<file path="src/hdl/opfs_pkg.sv">
// ----------------------------------------------------------------------------
// opfs_pkg
// shared types and constants of the opus packet frame splitter
// ----------------------------------------------------------------------------
`default_nettype none

package opfs_pkg;

    typedef enum logic [3:0] {
        PH_START   = 4'd0,
        PH_HDR2    = 4'd1,
        PH_AUSIZE  = 4'd2,
        PH_TRIM    = 4'd3,
        PH_EXTLEN  = 4'd4,
        PH_EXTSKIP = 4'd5,
        PH_TOC     = 4'd6,
        PH_SIZEA   = 4'd7,
        PH_SIZEB   = 4'd8,
        PH_COUNT   = 4'd9,
        PH_PAD     = 4'd10,
        PH_DATA    = 4'd11
    } phase_t;

    typedef enum logic [3:0] {
        S_BYTE    = 4'd0,
        S_FIN     = 4'd1,
        S_C2RD    = 4'd2,
        S_C2CHK   = 4'd3,
        S_SUMRD   = 4'd4,
        S_SUMACC  = 4'd5,
        S_SUMCHK  = 4'd6,
        S_DIV     = 4'd7,
        S_EMIT_RD = 4'd8,
        S_EMIT    = 4'd9,
        S_ERR     = 4'd10
    } seq_t;

    localparam logic [1:0] CODE_SINGLE = 2'd0;
    localparam logic [1:0] CODE_PAIR   = 2'd1;
    localparam logic [1:0] CODE_SIZED  = 2'd2;
    localparam logic [1:0] CODE_MULTI  = 2'd3;

    localparam logic [7:0] CTRL_FIRST  = 8'h7F;
    localparam logic [2:0] CTRL_TOP    = 3'b111;
    localparam logic [7:0] CHAIN_BYTE  = 8'hFF;
    localparam logic [7:0] SIZE_ESC    = 8'd252;
    localparam logic [7:0] PAD_STEP    = 8'd254;
    localparam logic [7:0] TOC_MASK    = 8'hFC;
    localparam int         SIZE_W      = 11;
    localparam int         SUM_W       = 17;

endpackage

`default_nettype wire

</file>
<file path="src/hdl/opfs_div.sv">
// ----------------------------------------------------------------------------
// opfs_div
// restoring divider, one quotient bit per cycle, six-bit divisor
// ----------------------------------------------------------------------------
`default_nettype none

module opfs_div
    import opfs_pkg::*;
#(
    parameter int W = 17
) (
    input  wire logic         aclk,
    input  wire logic         aresetn,
    input  wire logic         start,
    input  wire logic [W-1:0] dividend,
    input  wire logic [5:0]   divisor,
    output logic              done,
    output logic [W-1:0]      quotient,
    output logic [5:0]        remainder
);

    localparam int CNT_W = $clog2(W + 1);

    logic [W-1:0]     quo_reg, quo_next;
    logic [6:0]       rem_reg, rem_next;
    logic [5:0]       dvs_reg, dvs_next;
    logic [CNT_W-1:0] cnt_reg, cnt_next;
    logic             busy_reg, busy_next;
    logic             done_reg, done_next;
    logic [6:0]       shifted;

    always_comb begin
        quo_next  = quo_reg;
        rem_next  = rem_reg;
        dvs_next  = dvs_reg;
        cnt_next  = cnt_reg;
        busy_next = busy_reg;
        done_next = 1'b0;
        shifted   = {rem_reg[5:0], quo_reg[W-1]};
        if (start) begin
            quo_next  = dividend;
            rem_next  = '0;
            dvs_next  = divisor;
            cnt_next  = CNT_W'(W);
            busy_next = 1'b1;
        end else if (busy_reg) begin
            if (shifted >= {1'b0, dvs_reg}) begin
                rem_next = shifted - {1'b0, dvs_reg};
                quo_next = {quo_reg[W-2:0], 1'b1};
            end else begin
                rem_next = shifted;
                quo_next = {quo_reg[W-2:0], 1'b0};
            end
            cnt_next = cnt_reg - CNT_W'(1);
            if (cnt_reg == CNT_W'(1)) begin
                busy_next = 1'b0;
                done_next = 1'b1;
            end
        end
    end

    always_ff @(posedge aclk) begin
        if (!aresetn) begin
            busy_reg <= 1'b0;
            done_reg <= 1'b0;
            cnt_reg  <= '0;
        end else begin
            busy_reg <= busy_next;
            done_reg <= done_next;
            cnt_reg  <= cnt_next;
        end
        quo_reg <= quo_next;
        rem_reg <= rem_next;
        dvs_reg <= dvs_next;
    end

    assign done      = done_reg;
    assign quotient  = quo_reg;
    assign remainder = rem_reg[5:0];

endmodule

`default_nettype wire

</file>
<file path="src/hdl/opus_packet_frame_splitter.sv">
// ----------------------------------------------------------------------------
// opus_packet_frame_splitter
// byte parser: takes the packet bytes one at a time; at a packet end the sequencer runs
//   its checks (stored size for code 2, a sum over the stored sizes for vbr, the divider
//   for cbr), then emits each descriptor through a read and an emit state, or an error beat
// throughput: one byte per cycle inside a packet while the output beat is free to load (a pending beat needs m_tready)
// reset: synchronous active-low aresetn clears all control state
// ----------------------------------------------------------------------------
`default_nettype none

module opus_packet_frame_splitter
    import opfs_pkg::*;
#(
    parameter int BUFFER_BYTES  = 65536,
    parameter int MAX_FRAMES    = 48,
    parameter int MAX_VBR_FRAME = 1275
) (
    input  wire logic        aclk,
    input  wire logic        aresetn,
    input  wire logic        s_tvalid,
    output logic             s_tready,
    input  wire logic [7:0]  s_tdata,   // byte_value
    input  wire logic        s_tlast,   // last_byte
    output logic             m_tvalid,
    input  wire logic        m_tready,
    output logic [47:0]      m_tdata,   // toc_value, frame_offset, frame_length, frame_index, zero
    output logic             m_tuser,   // parse_error
    output logic             m_tlast    // packet_end
);

    localparam int POS_W = $clog2(BUFFER_BYTES) + 1;
    localparam int PADW  = POS_W + 8;
    localparam int AW    = (MAX_FRAMES > 1) ? $clog2(MAX_FRAMES) : 1;
    localparam int CW    = ((POS_W > SUM_W) ? POS_W : SUM_W) + 1;

    typedef struct packed {
        phase_t           phase;
        logic [7:0]       toc;
        logic [PADW-1:0]  pad;
        logic [5:0]       sread;
        logic [7:0]       sfirst;
        logic [5:0]       ftot;
        logic             vbr;
        logic [POS_W-1:0] dstart;
    } body_t;

    typedef struct packed {
        body_t              st;
        logic               we;
        logic [5:0]         waddr;
        logic [SIZE_W-1:0]  wdata;
        logic               err;
    } body_r_t;

    function automatic body_r_t body_f(body_t s, logic [7:0] b, logic [POS_W-1:0] pos);
        body_r_t           o;
        logic              do_after;
        logic              do_enter;
        logic              do_store;
        logic [5:0]        sr1;
        logic [5:0]        want;
        logic [SIZE_W-1:0] sz;
        o        = '0;
        o.st     = s;
        o.waddr  = s.sread;
        do_after = 1'b0;
        do_enter = 1'b0;
        do_store = 1'b0;
        sz       = '0;
        sr1      = '0;
        want     = '0;
        case (s.phase)
            PH_TOC: begin
                o.st.toc   = b;
                o.st.pad   = '0;
                o.st.sread = '0;
                if (b[1:0] == CODE_SINGLE || b[1:0] == CODE_PAIR) begin
                    do_enter = 1'b1;
                end else if (b[1:0] == CODE_SIZED) begin
                    o.st.phase = PH_SIZEA;
                end else begin
                    o.st.phase = PH_COUNT;
                end
            end
            PH_SIZEA: begin
                if (b < SIZE_ESC) begin
                    do_store = 1'b1;
                    sz       = SIZE_W'(b);
                end else begin
                    o.st.sfirst = b;
                    o.st.phase  = PH_SIZEB;
                end
            end
            PH_SIZEB: begin
                do_store = 1'b1;
                sz       = SIZE_W'({b, 2'b00}) + SIZE_W'(s.sfirst);
            end
            PH_COUNT: begin
                o.st.ftot = b[5:0];
                o.st.vbr  = b[7];
                if (b[5:0] == 6'd0 || b[5:0] > 6'(MAX_FRAMES)) begin
                    o.err = 1'b1;
                end else if (b[6]) begin
                    o.st.phase = PH_PAD;
                end else begin
                    do_after = 1'b1;
                end
            end
            PH_PAD: begin
                if (b == CHAIN_BYTE) begin
                    o.st.pad = s.pad + PADW'(PAD_STEP);
                end else begin
                    o.st.pad = s.pad + PADW'(b);
                    do_after = 1'b1;
                end
            end
            default: begin
            end
        endcase
        if (do_store) begin
            o.we       = (s.sread < 6'(MAX_FRAMES));
            o.wdata    = sz;
            sr1        = s.sread + 6'd1;
            o.st.sread = sr1;
            want       = (s.toc[1:0] == CODE_SIZED) ? 6'd1 : s.ftot - 6'd1;
            if (sr1 >= want) begin
                do_enter = 1'b1;
            end else begin
                o.st.phase = PH_SIZEA;
            end
        end
        if (do_after) begin
            if (o.st.vbr && o.st.ftot > 6'd1) begin
                o.st.phase = PH_SIZEA;
            end else begin
                do_enter = 1'b1;
            end
        end
        if (do_enter) begin
            o.st.dstart = pos + POS_W'(1);
            o.st.phase  = PH_DATA;
        end
        return o;
    endfunction

    // byte parser state
    seq_t             state_reg, state_next;
    body_t            bs_reg, bs_next;
    logic [POS_W-1:0] pos_reg, pos_next;
    logic [PADW-1:0]  unit_reg, unit_next;
    logic             hdr_reg, hdr_next;
    logic [7:0]       hflags_reg, hflags_next;
    logic [POS_W-1:0] pstart_reg, pstart_next;
    logic             errl_reg, errl_next;

    // packet end sequencer
    logic [7:0]       ftoc_reg, ftoc_next;
    logic [POS_W-1:0] fds_reg, fds_next;
    logic [POS_W-1:0] fr_reg, fr_next;
    logic [5:0]       fcnt_reg, fcnt_next;
    logic             fvbr_reg, fvbr_next;
    logic [PADW-1:0]  fpad_reg, fpad_next;
    logic             flast_reg, flast_next;
    logic [5:0]       k_reg, k_next;
    logic [SUM_W-1:0] sum_reg, sum_next;
    logic [POS_W-1:0] lena_reg, lena_next;
    logic [POS_W-1:0] lenb_reg, lenb_next;
    logic [5:0]       tot_reg, tot_next;
    logic [POS_W-1:0] off_reg, off_next;

    // output beat
    logic             mv_reg, mv_next;
    logic [7:0]       mtoc_reg, mtoc_next;
    logic [15:0]      moff_reg, moff_next;
    logic [15:0]      mlen_reg, mlen_next;
    logic [5:0]       midx_reg, midx_next;
    logic             merr_reg, merr_next;
    logic             mend_reg, mend_next;

    logic [SIZE_W-1:0] fsize_mem [MAX_FRAMES];
    logic [SIZE_W-1:0] rd_data_reg;
    logic              mem_we;
    logic [5:0]        mem_waddr;
    logic [SIZE_W-1:0] mem_wdata;

    logic             acc;
    logic             out_free;
    logic             byte_fin;
    logic             div_start;
    logic             div_done;
    logic [POS_W-1:0] div_quot;
    logic [5:0]       div_rem;
    logic [POS_W-1:0] r_less_pad;
    logic [CW-1:0]    last_len;
    logic             c1_bad, c2_bad, pad_bad, sum_bad, vlast_bad, div_bad;
    logic             k_at_sum_end, k_at_tot_end;
    logic [CW-1:0]    cur_len;

    assign out_free = !mv_reg || m_tready;
    assign s_tready = (state_reg == S_BYTE) && out_free;
    assign acc      = s_tvalid && s_tready;

    assign r_less_pad   = POS_W'(PADW'(fr_reg) - fpad_reg);
    assign last_len     = CW'(fr_reg) - CW'(sum_reg);
    assign c1_bad       = fr_reg[0];
    assign c2_bad       = CW'(rd_data_reg) > CW'(fr_reg);
    assign pad_bad      = fpad_reg > PADW'(fr_reg);
    assign sum_bad      = CW'(sum_reg) > CW'(fr_reg);
    assign vlast_bad    = last_len > CW'(MAX_VBR_FRAME);
    assign div_bad      = div_rem != 6'd0;
    assign k_at_sum_end = k_reg == fcnt_reg - 6'd1;
    assign k_at_tot_end = k_reg == tot_reg - 6'd1;
    assign div_start    = (state_reg == S_FIN) && (ftoc_reg[1:0] == CODE_MULTI)
                          && !fvbr_reg && !pad_bad;
    assign cur_len      = k_at_tot_end ? CW'(lenb_reg)
                          : ((ftoc_reg[1:0] == CODE_MULTI && fvbr_reg) ? CW'(rd_data_reg)
                          : CW'(lena_reg));

    opfs_div #(
        .W (POS_W)
    ) u_div (
        .aclk      (aclk),
        .aresetn   (aresetn),
        .start     (div_start),
        .dividend  (r_less_pad),
        .divisor   (fcnt_reg),
        .done      (div_done),
        .quotient  (div_quot),
        .remainder (div_rem)
    );

    // next state
    always_comb begin
        state_next = state_reg;
        case (state_reg)
            S_BYTE: begin
                if (acc && byte_fin) begin
                    state_next = S_FIN;
                end
            end
            S_FIN: begin
                case (ftoc_reg[1:0])
                    CODE_SINGLE: state_next = S_EMIT_RD;
                    CODE_PAIR:   state_next = c1_bad ? S_ERR : S_EMIT_RD;
                    CODE_SIZED:  state_next = S_C2RD;
                    default: begin
                        if (pad_bad) begin
                            state_next = S_ERR;
                        end else if (fvbr_reg) begin
                            state_next = S_SUMRD;
                        end else begin
                            state_next = S_DIV;
                        end
                    end
                endcase
            end
            S_C2RD:   state_next = S_C2CHK;
            S_C2CHK:  state_next = c2_bad ? S_ERR : S_EMIT_RD;
            S_SUMRD:  state_next = k_at_sum_end ? S_SUMCHK : S_SUMACC;
            S_SUMACC: state_next = S_SUMRD;
            S_SUMCHK: state_next = (sum_bad || vlast_bad) ? S_ERR : S_EMIT_RD;
            S_DIV: begin
                if (div_done) begin
                    state_next = div_bad ? S_ERR : S_EMIT_RD;
                end
            end
            S_EMIT_RD: state_next = S_EMIT;
            S_EMIT: begin
                if (out_free) begin
                    state_next = k_at_tot_end ? S_BYTE : S_EMIT_RD;
                end
            end
            S_ERR: begin
                if (out_free) begin
                    state_next = S_BYTE;
                end
            end
            default: state_next = S_BYTE;
        endcase
    end

    // datapath
    always_comb begin
        body_r_t          br;
        body_r_t          br2;
        body_t            st;
        logic             err;
        logic             eop;
        logic             go_ext;
        logic             go_fin;
        logic             restart;
        logic [PADW-1:0]  trims;
        logic [PADW-1:0]  unit_n;
        bs_next     = bs_reg;
        pos_next    = pos_reg;
        unit_next   = unit_reg;
        hdr_next    = hdr_reg;
        hflags_next = hflags_reg;
        pstart_next = pstart_reg;
        errl_next   = errl_reg;
        ftoc_next   = ftoc_reg;
        fds_next    = fds_reg;
        fr_next     = fr_reg;
        fcnt_next   = fcnt_reg;
        fvbr_next   = fvbr_reg;
        fpad_next   = fpad_reg;
        flast_next  = flast_reg;
        k_next      = k_reg;
        sum_next    = sum_reg;
        lena_next   = lena_reg;
        lenb_next   = lenb_reg;
        tot_next    = tot_reg;
        off_next    = off_reg;
        mv_next     = mv_reg && !m_tready;
        mtoc_next   = mtoc_reg;
        moff_next   = moff_reg;
        mlen_next   = mlen_reg;
        midx_next   = midx_reg;
        merr_next   = merr_reg;
        mend_next   = mend_reg;
        mem_we      = 1'b0;
        mem_waddr   = '0;
        mem_wdata   = '0;
        byte_fin    = 1'b0;
        br          = '0;
        br2         = '0;
        st          = bs_reg;
        err         = 1'b0;
        eop         = 1'b0;
        go_ext      = 1'b0;
        go_fin      = 1'b0;
        restart     = 1'b0;
        trims       = '0;
        unit_n      = unit_reg;

        case (state_reg)
            S_BYTE: begin
                if (acc) begin
                    if (errl_reg) begin
                        restart = s_tlast;
                    end else if (pos_reg >= POS_W'(BUFFER_BYTES)) begin
                        err = 1'b1;
                    end else begin
                        pos_next = pos_reg + POS_W'(1);
                        case (bs_reg.phase)
                            PH_START: begin
                                st.toc      = s_tdata;
                                pstart_next = pos_reg;
                                st.phase    = PH_HDR2;
                                err         = s_tlast;
                            end
                            PH_HDR2: begin
                                if (s_tlast) begin
                                    err = 1'b1;
                                end else if (bs_reg.toc == CTRL_FIRST
                                             && s_tdata[7:5] == CTRL_TOP) begin
                                    hdr_next    = 1'b1;
                                    hflags_next = s_tdata;
                                    unit_n      = '0;
                                    st.phase    = PH_AUSIZE;
                                end else begin
                                    hdr_next  = 1'b0;
                                    st.phase  = PH_TOC;
                                    br        = body_f(st, bs_reg.toc, pstart_reg);
                                    br2       = body_f(br.st, s_tdata, pos_reg);
                                    st        = br2.st;
                                    mem_we    = br2.we;
                                    mem_waddr = br2.waddr;
                                    mem_wdata = br2.wdata;
                                    err       = br2.err;
                                end
                            end
                            PH_AUSIZE, PH_TRIM, PH_EXTLEN, PH_EXTSKIP: begin
                                case (bs_reg.phase)
                                    PH_AUSIZE: begin
                                        unit_n = unit_reg + PADW'(s_tdata);
                                        if (s_tdata != CHAIN_BYTE) begin
                                            trims = PADW'({hflags_reg[4], 1'b0})
                                                    + PADW'({hflags_reg[3], 1'b0});
                                            if (trims != '0) begin
                                                st.pad   = trims;
                                                st.phase = PH_TRIM;
                                            end else begin
                                                go_ext = 1'b1;
                                            end
                                        end
                                    end
                                    PH_TRIM: begin
                                        st.pad = bs_reg.pad - PADW'(1);
                                        go_ext = (st.pad == '0);
                                    end
                                    PH_EXTLEN: begin
                                        st.pad = PADW'(s_tdata);
                                        if (s_tdata != 8'd0) begin
                                            st.phase = PH_EXTSKIP;
                                        end else begin
                                            go_fin = 1'b1;
                                        end
                                    end
                                    default: begin
                                        st.pad = bs_reg.pad - PADW'(1);
                                        go_fin = (st.pad == '0);
                                    end
                                endcase
                                if (go_ext) begin
                                    if (hflags_reg[2]) begin
                                        st.phase = PH_EXTLEN;
                                    end else begin
                                        go_fin = 1'b1;
                                    end
                                end
                                if (go_fin) begin
                                    if (unit_n == '0) begin
                                        err = 1'b1;
                                    end else begin
                                        st.phase    = PH_TOC;
                                        pstart_next = pos_reg + POS_W'(1);
                                        st.pad      = '0;
                                    end
                                end
                                if (s_tlast) begin
                                    err = 1'b1;
                                end
                            end
                            default: begin
                                br        = body_f(bs_reg, s_tdata, pos_reg);
                                st        = br.st;
                                mem_we    = br.we;
                                mem_waddr = br.waddr;
                                mem_wdata = br.wdata;
                                err       = br.err;
                                if (!err) begin
                                    if (hdr_reg) begin
                                        unit_n = unit_reg - PADW'(1);
                                        if (unit_n == '0) begin
                                            eop = 1'b1;
                                        end else if (s_tlast) begin
                                            err = 1'b1;
                                        end
                                    end else if (s_tlast) begin
                                        eop = 1'b1;
                                    end
                                end
                            end
                        endcase
                        if (!err && eop) begin
                            if (st.phase != PH_DATA) begin
                                err = 1'b1;
                            end else begin
                                byte_fin   = 1'b1;
                                ftoc_next  = st.toc;
                                fds_next   = st.dstart;
                                fr_next    = pos_reg + POS_W'(1) - st.dstart;
                                fcnt_next  = st.ftot;
                                fvbr_next  = st.vbr;
                                fpad_next  = st.pad;
                                flast_next = s_tlast;
                                st.phase   = PH_START;
                            end
                        end
                    end
                    bs_next   = st;
                    unit_next = unit_n;
                    if (err) begin
                        mv_next   = 1'b1;
                        mtoc_next = '0;
                        moff_next = '0;
                        mlen_next = '0;
                        midx_next = '0;
                        merr_next = 1'b1;
                        mend_next = 1'b0;
                        if (!s_tlast) begin
                            errl_next = 1'b1;
                        end
                    end
                    if (s_tlast) begin
                        restart = 1'b1;
                    end
                end
            end
            S_FIN: begin
                k_next   = '0;
                off_next = fds_reg;
                sum_next = '0;
                case (ftoc_reg[1:0])
                    CODE_SINGLE: begin
                        lenb_next = fr_reg;
                        tot_next  = 6'd1;
                    end
                    CODE_PAIR: begin
                        lena_next = fr_reg >> 1;
                        lenb_next = fr_reg >> 1;
                        tot_next  = 6'd2;
                    end
                    CODE_SIZED: begin
                    end
                    default: begin
                        fr_next = r_less_pad;
                    end
                endcase
            end
            S_C2CHK: begin
                lena_next = POS_W'(rd_data_reg);
                lenb_next = POS_W'(CW'(fr_reg) - CW'(rd_data_reg));
                tot_next  = 6'd2;
            end
            S_SUMACC: begin
                sum_next = sum_reg + SUM_W'(rd_data_reg);
                k_next   = k_reg + 6'd1;
            end
            S_SUMCHK: begin
                lenb_next = POS_W'(last_len);
                tot_next  = fcnt_reg;
                k_next    = '0;
            end
            S_DIV: begin
                if (div_done) begin
                    lena_next = div_quot;
                    lenb_next = div_quot;
                    tot_next  = fcnt_reg;
                end
            end
            S_EMIT: begin
                if (out_free) begin
                    mv_next   = 1'b1;
                    mtoc_next = ftoc_reg & TOC_MASK;
                    moff_next = 16'(off_reg);
                    mlen_next = 16'(cur_len);
                    midx_next = k_reg;
                    merr_next = 1'b0;
                    mend_next = k_at_tot_end;
                    off_next  = POS_W'(CW'(off_reg) + cur_len);
                    k_next    = k_reg + 6'd1;
                end
            end
            S_ERR: begin
                if (out_free) begin
                    mv_next   = 1'b1;
                    mtoc_next = '0;
                    moff_next = '0;
                    mlen_next = '0;
                    midx_next = '0;
                    merr_next = 1'b1;
                    mend_next = 1'b0;
                    if (!flast_reg) begin
                        errl_next = 1'b1;
                    end
                end
            end
            default: begin
            end
        endcase

        if (restart) begin
            bs_next        = '0;
            bs_next.phase  = PH_START;
            pos_next       = '0;
            unit_next      = '0;
            hdr_next       = 1'b0;
            hflags_next    = '0;
            pstart_next    = '0;
            errl_next      = 1'b0;
        end
    end

    always_ff @(posedge aclk) begin
        if (!aresetn) begin
            state_reg     <= S_BYTE;
            bs_reg        <= '0;
            pos_reg       <= '0;
            unit_reg      <= '0;
            hdr_reg       <= 1'b0;
            hflags_reg    <= '0;
            pstart_reg    <= '0;
            errl_reg      <= 1'b0;
            mv_reg        <= 1'b0;
        end else begin
            state_reg  <= state_next;
            bs_reg     <= bs_next;
            pos_reg    <= pos_next;
            unit_reg   <= unit_next;
            hdr_reg    <= hdr_next;
            hflags_reg <= hflags_next;
            pstart_reg <= pstart_next;
            errl_reg   <= errl_next;
            mv_reg     <= mv_next;
        end
        ftoc_reg  <= ftoc_next;
        fds_reg   <= fds_next;
        fr_reg    <= fr_next;
        fcnt_reg  <= fcnt_next;
        fvbr_reg  <= fvbr_next;
        fpad_reg  <= fpad_next;
        flast_reg <= flast_next;
        k_reg     <= k_next;
        sum_reg   <= sum_next;
        lena_reg  <= lena_next;
        lenb_reg  <= lenb_next;
        tot_reg   <= tot_next;
        off_reg   <= off_next;
        mtoc_reg  <= mtoc_next;
        moff_reg  <= moff_next;
        mlen_reg  <= mlen_next;
        midx_reg  <= midx_next;
        merr_reg  <= merr_next;
        mend_reg  <= mend_next;
    end

    // frame size store
    always_ff @(posedge aclk) begin
        if (mem_we) begin
            fsize_mem[mem_waddr[AW-1:0]] <= mem_wdata;
        end
        rd_data_reg <= fsize_mem[k_reg[AW-1:0]];
    end

    assign m_tvalid = mv_reg;
    assign m_tdata  = {2'b00, midx_reg, mlen_reg, moff_reg, mtoc_reg};
    assign m_tuser  = merr_reg;
    assign m_tlast  = mend_reg;

endmodule

`default_nettype wire
</file>
<file path="config.mk">
export PLATFORM = sky130hd
export DESIGN_NAME = opus_packet_frame_splitter
export DESIGN_NICKNAME = d
export VERILOG_FILES = /design/src/hdl/opfs_pkg.sv /design/src/hdl/opfs_div.sv /design/src/hdl/opus_packet_frame_splitter.sv
export SDC_FILE = /design/constraint.sdc
export NUM_CORES = 2
export LEC_CHECK = 0
export BUFFER_PORTS_ARGS = -buffer_cell sky130_fd_sc_hd__buf_2
export CAP_MARGIN = 20
export CELL_PAD_IN_SITES_DETAIL_PLACEMENT = 0
export CELL_PAD_IN_SITES_GLOBAL_PLACEMENT = 1
export CORE_MARGIN = 8
export CORE_UTILIZATION = 54
export CTS_BUF_LIST = sky130_fd_sc_hd__clkbuf_4
export CTS_CLUSTER_SIZE = 8
export DETAILED_ROUTE_END_ITERATION = 10
export PLACE_DENSITY = 0.85
export REMOVE_ABC_BUFFERS = 1
export SKIP_LAST_GASP = 1
export SYNTH_ARGS = -nofsm -noshare
export SYNTH_HDL_FRONTEND = slang
export SYNTH_SLANG_ARGS = --single-unit
</file>
<file path="constraint.sdc">
create_clock -name aclk -period 12.8 [get_ports aclk]
set_clock_uncertainty 0.05 [all_clocks]
set_input_delay 2.56 -clock aclk [delete_from_list [all_inputs] [get_ports aclk]]
set_output_delay 2.56 -clock aclk [all_outputs]
set_load 0.1 [all_outputs]
</file>
# Word level (Yosys, flattened, before mapping)
# Memory sizes are Yosys's and may differ from the RTL's. A register that Yosys moved wholly into a read port is not among the register bits.
# Index checks and enable logic that the tools add are counted.
[word_totals]
memories = 1
output_inout_bits = 52
inputBits = 13
ram_bits = 528
reg_bits = 385
wordCells = 578
[mem_list]
columns = ["memory", "depth", "word_bits", "rd", "rd_clocked_by_memory_dff", "wr", "line_no", "source"]
rows = [
  ["fsize_mem", 48, 11, 1, 1, 1, "opus_packet_frame_splitter.sv:180", "logic [SIZE_W-1:0] fsize_mem [MAX_FRAMES];"],
]
[op_classes]
add_sub_neg = 25
muxes = 351
bitwise = 7
eq_ne = 67
magnitude_cmp = 14
reduce_logical = 71
[ops]
columns = ["operator", "count"]
rows = [
  ["2-to-1 mux 25 bit", 16],
  ["2-to-1 mux 17 bit", 18],
  ["2-to-1 mux 43 bit", 7],
  ["2-to-1 mux 4 bit", 49],
  ["one-hot mux 17 bit (2 select lines)", 5],
  ["2-to-1 mux 38 bit", 4],
  ["one-hot mux 25 bit (2 select lines)", 3],
  ["one-hot mux 25 bit (3 select lines)", 2],
  ["2-to-1 mux 1 bit", 148],
  ["2-to-1 mux 6 bit", 19],
  ["2-to-1 mux 7 bit", 14],
  ["one-hot mux 16 bit (3 select lines)", 2],
  ["2-to-1 mux 11 bit", 8],
  ["2-to-1 mux 16 bit", 5],
  ["2-to-1 mux 8 bit", 10],
  ["one-hot mux 38 bit (2 select lines)", 1],
  ["adder 25 x 8 -> 25 bit", 3],
  ["logical NOT 25 bit", 3],
  ["2-to-1 mux 75 bit", 1],
  ["2-to-1 mux 71 bit", 1],
  ["one-hot mux 17 bit (4 select lines)", 1],
  ["one-hot mux 11 bit (2 select lines)", 3],
  ["one-hot mux 17 bit (3 select lines)", 1],
  ["adder 25 x 8 -> 25 bit (second input constant)", 2],
  ["81 further kinds", 209],
]

# Longest topological paths before layout
[logic_depth]
word_depth = 56
mapped_depth = 27
ltp_nobuf = 26

# Cells and area by module
# Synthesis repeated with hierarchy kept, for this count alone.
[unflattened]
hier_cells = 4053
hier_area_um2 = 47411.7
[by_module_without_submodules]
columns = ["module", "area_per_inst_um2", "seq_area_each_um2", "instances", "cells_per_inst"]
rows = [
  ["opus_packet_frame_splitter", 45633.8, 24873.9, 1, 3905],
  ["opfs_div", 1778.0, 950.9, 1, 148],
]

# Worst setup path after synthesis
# OpenSTA, ideal clock, no wires.
[synth_timing]
path_type = "input-to-reg"
start = "input port s_tdata[1]"
end = "register fcnt_reg[0] (enable)"
arrival_ns = 9.227
n_path_buf = 2
cell_stages = 13
setup_ns = 0.542
required_ns = 12.208
slack_ns = 2.981
cell_sequence = "clkbuf_1 -> inv_1 -> fa_1 -> nor2b_1 -> o211ai_1 -> a31o_1 -> clkbuf_1 -> o31ai_1 -> o311ai_0 -> nor4_4 -> a31oi_1 -> nand3b_1 -> nor3_1"
[synth_between]
elab_chain_len = 31
elab_cells_between_ends = 170
cone_classes = "add/sub: 1; order compare: 4; eq/ne: 5; mux: 148; bitwise: 1; reduce/logical: 11"
[synth_lines]
columns = ["element", "line_no", "source"]
rows = [
  ["from (decl)", "opus_packet_frame_splitter.sv:22", "input wire logic [7:0] s_tdata,"],
  ["< comparator 8 bit", "opus_packet_frame_splitter.sv:86", "if (b < SIZE_ESC) begin"],
  ["2-to-1 mux 1 bit", "opus_packet_frame_splitter.sv:86", ""],
  ["one-hot mux 1 bit (2 select lines)", "opus_packet_frame_splitter.sv:72", "case (s.phase)"],
  ["2-to-1 mux 1 bit", "opus_packet_frame_splitter.sv:355", "end else if (bs_reg.toc == CTRL_FIRST"],
  ["2-to-1 mux 1 bit", "opus_packet_frame_splitter.sv:353", "if (s_tlast) begin"],
  ["2-to-1 mux 1 bit", "opus_packet_frame_splitter.sv:345", "case (bs_reg.phase)"],
  ["2-to-1 mux 1 bit", "opus_packet_frame_splitter.sv:341", "end else if (pos_reg >= POS_W'(BUFFER_BYTES)) begin"],
  ["2-to-1 mux 1 bit", "opus_packet_frame_splitter.sv:339", "if (errl_reg) begin"],
  ["[... 15 more ...]", "--", ""],
  ["one-hot mux 4 bit (3 select lines)", "opus_packet_frame_splitter.sv:345", ""],
  ["2-to-1 mux 4 bit", "opus_packet_frame_splitter.sv:341", ""],
  ["2-to-1 mux 4 bit", "opus_packet_frame_splitter.sv:339", ""],
  ["2-to-1 mux 4 bit", "opus_packet_frame_splitter.sv:338", "if (acc) begin"],
  ["2-to-1 mux 4 bit", "opus_packet_frame_splitter.sv:336", "case (state_reg)"],
  ["!= test 4 bit", "opus_packet_frame_splitter.sv:447", "if (st.phase != PH_DATA) begin"],
  ["inverter 1 bit (no source line)", "--", ""],
  ["AND reduction 6 bit (no source line) (*)", "--", ""],
  ["to (signal assigned)", "opus_packet_frame_splitter.sv:591", "fcnt_reg <= fcnt_next;"],
  ["to (decl)", "opus_packet_frame_splitter.sv:160", "logic [5:0] fcnt_reg, fcnt_next;"],
]
# Every way passes the cells marked *; elsewhere a longest branch is shown, timed or not. The select of a mux whose other input is x is not followed.
# A chain may end at the register's enable or synchronous reset.

# Worst setup path after layout
[layout_timing]
start = "input port s_tdata[2]"
end = "register fr_reg[15], data pin"
[layout_between]
elab_chain_len = 35
elab_cells_between_ends = 88
cone_classes = "add/sub: 1; order compare: 4; eq/ne: 1; mux: 78; reduce/logical: 4"
[layout_lines]
columns = ["element", "line_no", "source"]
rows = [
  ["< comparator 8 bit", "opus_packet_frame_splitter.sv:86", ""],
  ["2-to-1 mux 1 bit", "opus_packet_frame_splitter.sv:86", ""],
  ["one-hot mux 1 bit (2 select lines)", "opus_packet_frame_splitter.sv:72", ""],
  ["2-to-1 mux 1 bit", "opus_packet_frame_splitter.sv:355", ""],
  ["2-to-1 mux 1 bit", "opus_packet_frame_splitter.sv:353", ""],
  ["2-to-1 mux 1 bit", "opus_packet_frame_splitter.sv:345", ""],
  ["2-to-1 mux 1 bit", "opus_packet_frame_splitter.sv:341", ""],
  ["2-to-1 mux 1 bit", "opus_packet_frame_splitter.sv:339", ""],
  ["[... 20 more ...]", "--", ""],
  ["subtractor 17 bit (*)", "opus_packet_frame_splitter.sv:453", "fr_next = pos_reg + POS_W'(1) - st.dstart;"],
  ["2-to-1 mux 17 bit (*)", "opus_packet_frame_splitter.sv:447", ""],
  ["2-to-1 mux 17 bit (*)", "opus_packet_frame_splitter.sv:446", "if (!err && eop) begin"],
  ["2-to-1 mux 17 bit (*)", "opus_packet_frame_splitter.sv:341", ""],
  ["2-to-1 mux 17 bit (*)", "opus_packet_frame_splitter.sv:339", ""],
  ["2-to-1 mux 17 bit (*)", "opus_packet_frame_splitter.sv:338", ""],
  ["one-hot mux 17 bit (2 select lines) (*)", "opus_packet_frame_splitter.sv:336", ""],
  ["via fr_next[15]", "opus_packet_frame_splitter.sv:159", "logic [POS_W-1:0] fr_reg, fr_next;"],
  ["to (signal assigned)", "opus_packet_frame_splitter.sv:590", "fr_reg <= fr_next;"],
  ["to (decl)", "opus_packet_frame_splitter.sv:159", ""],
]
# The timed path passes the listed nets; every way through them passes the cells marked *. The select of a mux whose other input is x is not followed.

==> impl_metrics.ini <==
[worst_setup_path]
max_stage_delay_ns = 0.76
endpoint = fr_reg[15]
crit_path_start_kind = input pin
r2r_end = fr_reg[15]
reg2regPathDepth = 23
crit_required_ns = 13.52
endpoint_kind = register
r2r_slack_ns = 6.63
critPathArrivalTime_ns = 7.64
rr_startpoint = bs_reg[64]
critPathLaunch = s_tdata[2]
cp_max_fo = 13
crit_slowest_cell = a41oi_1
cp_cell_sequence = buf_2 -> or4_1 -> mux2_2 -> a41oi_1 -> nand2b_1 -> o21ai_1 -> a222oi_1 -> ha_1 -> o21ai_0 -> a21boi_0 -> o211ai_1 -> a21oi_1 -> o31ai_1 -> o2111ai_1 -> a21oi_1 -> xor2_1 -> o21ai_0
path_class = in -> reg

[yosys]
synth_cells = 4026
synth_seq_area_share_pct = 54.42
synth_edf_count = 748
syn_area_um2 = 47450
synth_ff_type = edfxtp_1
synth_warnings = 0
yosys.area.top_type_share_pct = 47.34
synth-adder-area-share_pct = 4.509
synth_top_family_by_area = simple AND/OR/NAND/NOR gates
synth-seq-cells = 916
syn_area_per_cell_um2 = 11.79
async_flop_share_pct = 0
synthMuxAreaShare_pct = 9.458
synth_top_area_cell = edfxtp_1
ys_types = 95
synth-xor-area-share_pct = 3.562
synthTopCellsByArea = edfxtp_1 (47%), mux4_2 (7.8%), dfxtp_1 (7.1%)
synthSimpleGateAreaFrac_pct = 12.74
synth-compound-area-share_pct = 11.87

[sta]
setup_ws_ns = 5.880
whs_ns = 0.4222
drv_slew = 0
tightest_slew_ns = 1.161
fmax_ghz = 0.1445
setup_viol = 0
slew_headroom_pct = 22.32
totalNegativeSetupSlack_ns = 0
period_needed_ns = 6.920
hold_viol = 0
rsz0062_at_grt = false
timing.final.crit_share_pct = 54.06

[power_and_ir_drop]
p_per_area_nw_per_um2 = 175.3
ir_worst_vdd_mv = 0.1370
p_total_mw = 9.129
p_leak_nw = 19.20

[grt]
gr-total-overflow = 0
grt_pass1_wl_um = 197000
grt.total_usage_pct = 25.79
grt_pass1_vias = 32690
antenna_found_initial = 7
grt_max_degree = 137

[detailed_routing]
ant_nets = 0
drc_errors = 0
wl_um = 128800
initialDrtViolationCount = 3919
wl_per_cell_um = 23.40
firstDrtPassIters = 7
via_per_inst = 6.194
dr_total_vias = 34100

[clocking]
post_cts_resize_count = 0
cts_hold_buf = 0
numCtsBuffers = 226
root_buffer = clkbuf_4
clk_path_buf_depth = 3
clkTransAtPathRegs_ns = 0.06
cts_setup_buffers = 0
clock-sinks = 916
cts_max_level = 4
clkLatencyLatePin_ns = 1.11
cts_tree = yes

[floorplanning]
dieHeight_um = 312.4
die_area_um2 = 97610
coreArea_um2 = 86890
die_width_um = 312.4
ios = 65
start_util_pct = 54.61
rows = 108

[place]
port-buffer-count = 60
finalWeightedCongestion = 0.9342
pre_cts_ws_ns = 4.947
dp_hpwl_um = 87060

[finish]
largest_reg_flops = 528
drive_above_1_share_pct = 17.64
fin_nets = 4337
syn_to_final_growth_pct = 9.743

[status]
status = completed

[job]
maxCapViolCount = 0

[hold_path]
hold_class = reg -> reg
## layout by cell type (no fill, tap or decap), drive strengths merged, types with 33 or more instances in the layout
cell / instances
a21oi: 195
nand4: 49
clkbuf: 327
o21ai: 200
nand3: 92
clkinv: 81
a22oi: 40
inv: 191
buf: 137
or3: 33
nor3: 99
ha: 155
a21o: 39
nor2: 408
xnor2: 93
and2: 62
mux2i: 49
dfxtp: 168
mux4: 165
nor4: 35
xor2: 100
nand2: 301
edfxtp: 748
a211oi: 47
## power breakdown
group,switching (mW),internal (mW),leakage (nW)
logic,1.99,1.06,8.90
registers,0.199,3.44,8.56
clock network,1.23,1.21,1.73
## layer usage
layer | GRT usage [%] | vias to the layer above | part of all wire, %
li1 | - | 15670 | -
met1 | 35.48 | 16510 | 41
met5 | 0 | - | 0.0093
met3 | 5.960 | 266 | 9.1
met4 | 8.976 | 2 | 3.1
met2 | 40.30 | 1651 | 46
## how the worst min path moves through the flow
stage	from	to	slack [ns]	depth (start not counted)
floorplan	errl_reg	errl_reg	0.39	2
detailed placement	bs_reg[66]	bs_reg[66]	0.41	2
finish	bs_reg[66]	bs_reg[66]	0.42	2
global route	bs_reg[66]	bs_reg[66]	0.45	2
CTS	bs_reg[66]	bs_reg[66]	0.42	2
global placement	bs_reg[70]	bs_reg[70]	0.40	2
## worst max-delay path: cells and delay by family
kind | cells | cell delay [ns]
AOI/OAI and AO/OA | 11 | 3.14
xor gates and xnor gates | 1 | 0.17
and+or+nand+nor | 2 | 0.84
adders and majority gates | 1 | 0.35
buffers and inverters | 1 | 0.21
muxes | 1 | 0.35
## per-stage QoR
step	instances	instance area [um^2]	util, %
after floorplan	3794	46530	-
after global placement	5071	48930	56.31
after detailed placement	5071	48930	56.31
after CTS	5487	51850	59.67
after global routing	5504	52070	59.93
final	5505	52070	59.93
## synth_stat cells (22+ instances only)
cell,n
a21oi_1,194
o21ai_0,192
nand2b_1,28
and3_1,30
nand3_1,92
xor2_1,100
nor2_1,407
nand2_1,301
edfxtp_1,748
o211ai_1,26
nand4_1,48
or3_1,33
clkbuf_1,176
nor3_1,96
a22oi_1,40
nor4_1,33
o31ai_1,22
mux2i_1,49
dfxtp_1,168
xnor2_1,93
mux4_2,165
a31oi_1,29
a211oi_1,47
nor2b_1,26
inv_1,183
ha_1,155
buf_1,33
a21o_1,39
mux2_2,25
and2_1,62
## layout make-up
class,count,area [um^2]
clock buffers,327,2455
flip-flops and latches,916,25820
well taps,1155,1445
repair buffers,137,994.7
inverters,185,694.4
multi-input cells,2693,20180
fillers,6899,34810
clock inverters,89,469.2
diodes,3,7.507
## cell families (layout without fill, tap and decap cells)
family,count (synthesis),in the layout
and+or+nand+nor,1254,1254
DFF,916,916
other,1,7
buffers and inverters,420,738
adders and majority gates,165,165
muxes,239,239
xor gates and xnor gates,193,193
AOI/OAI and AO/OA,838,838
Note: power is estimated with default switching activity, not from simulation.
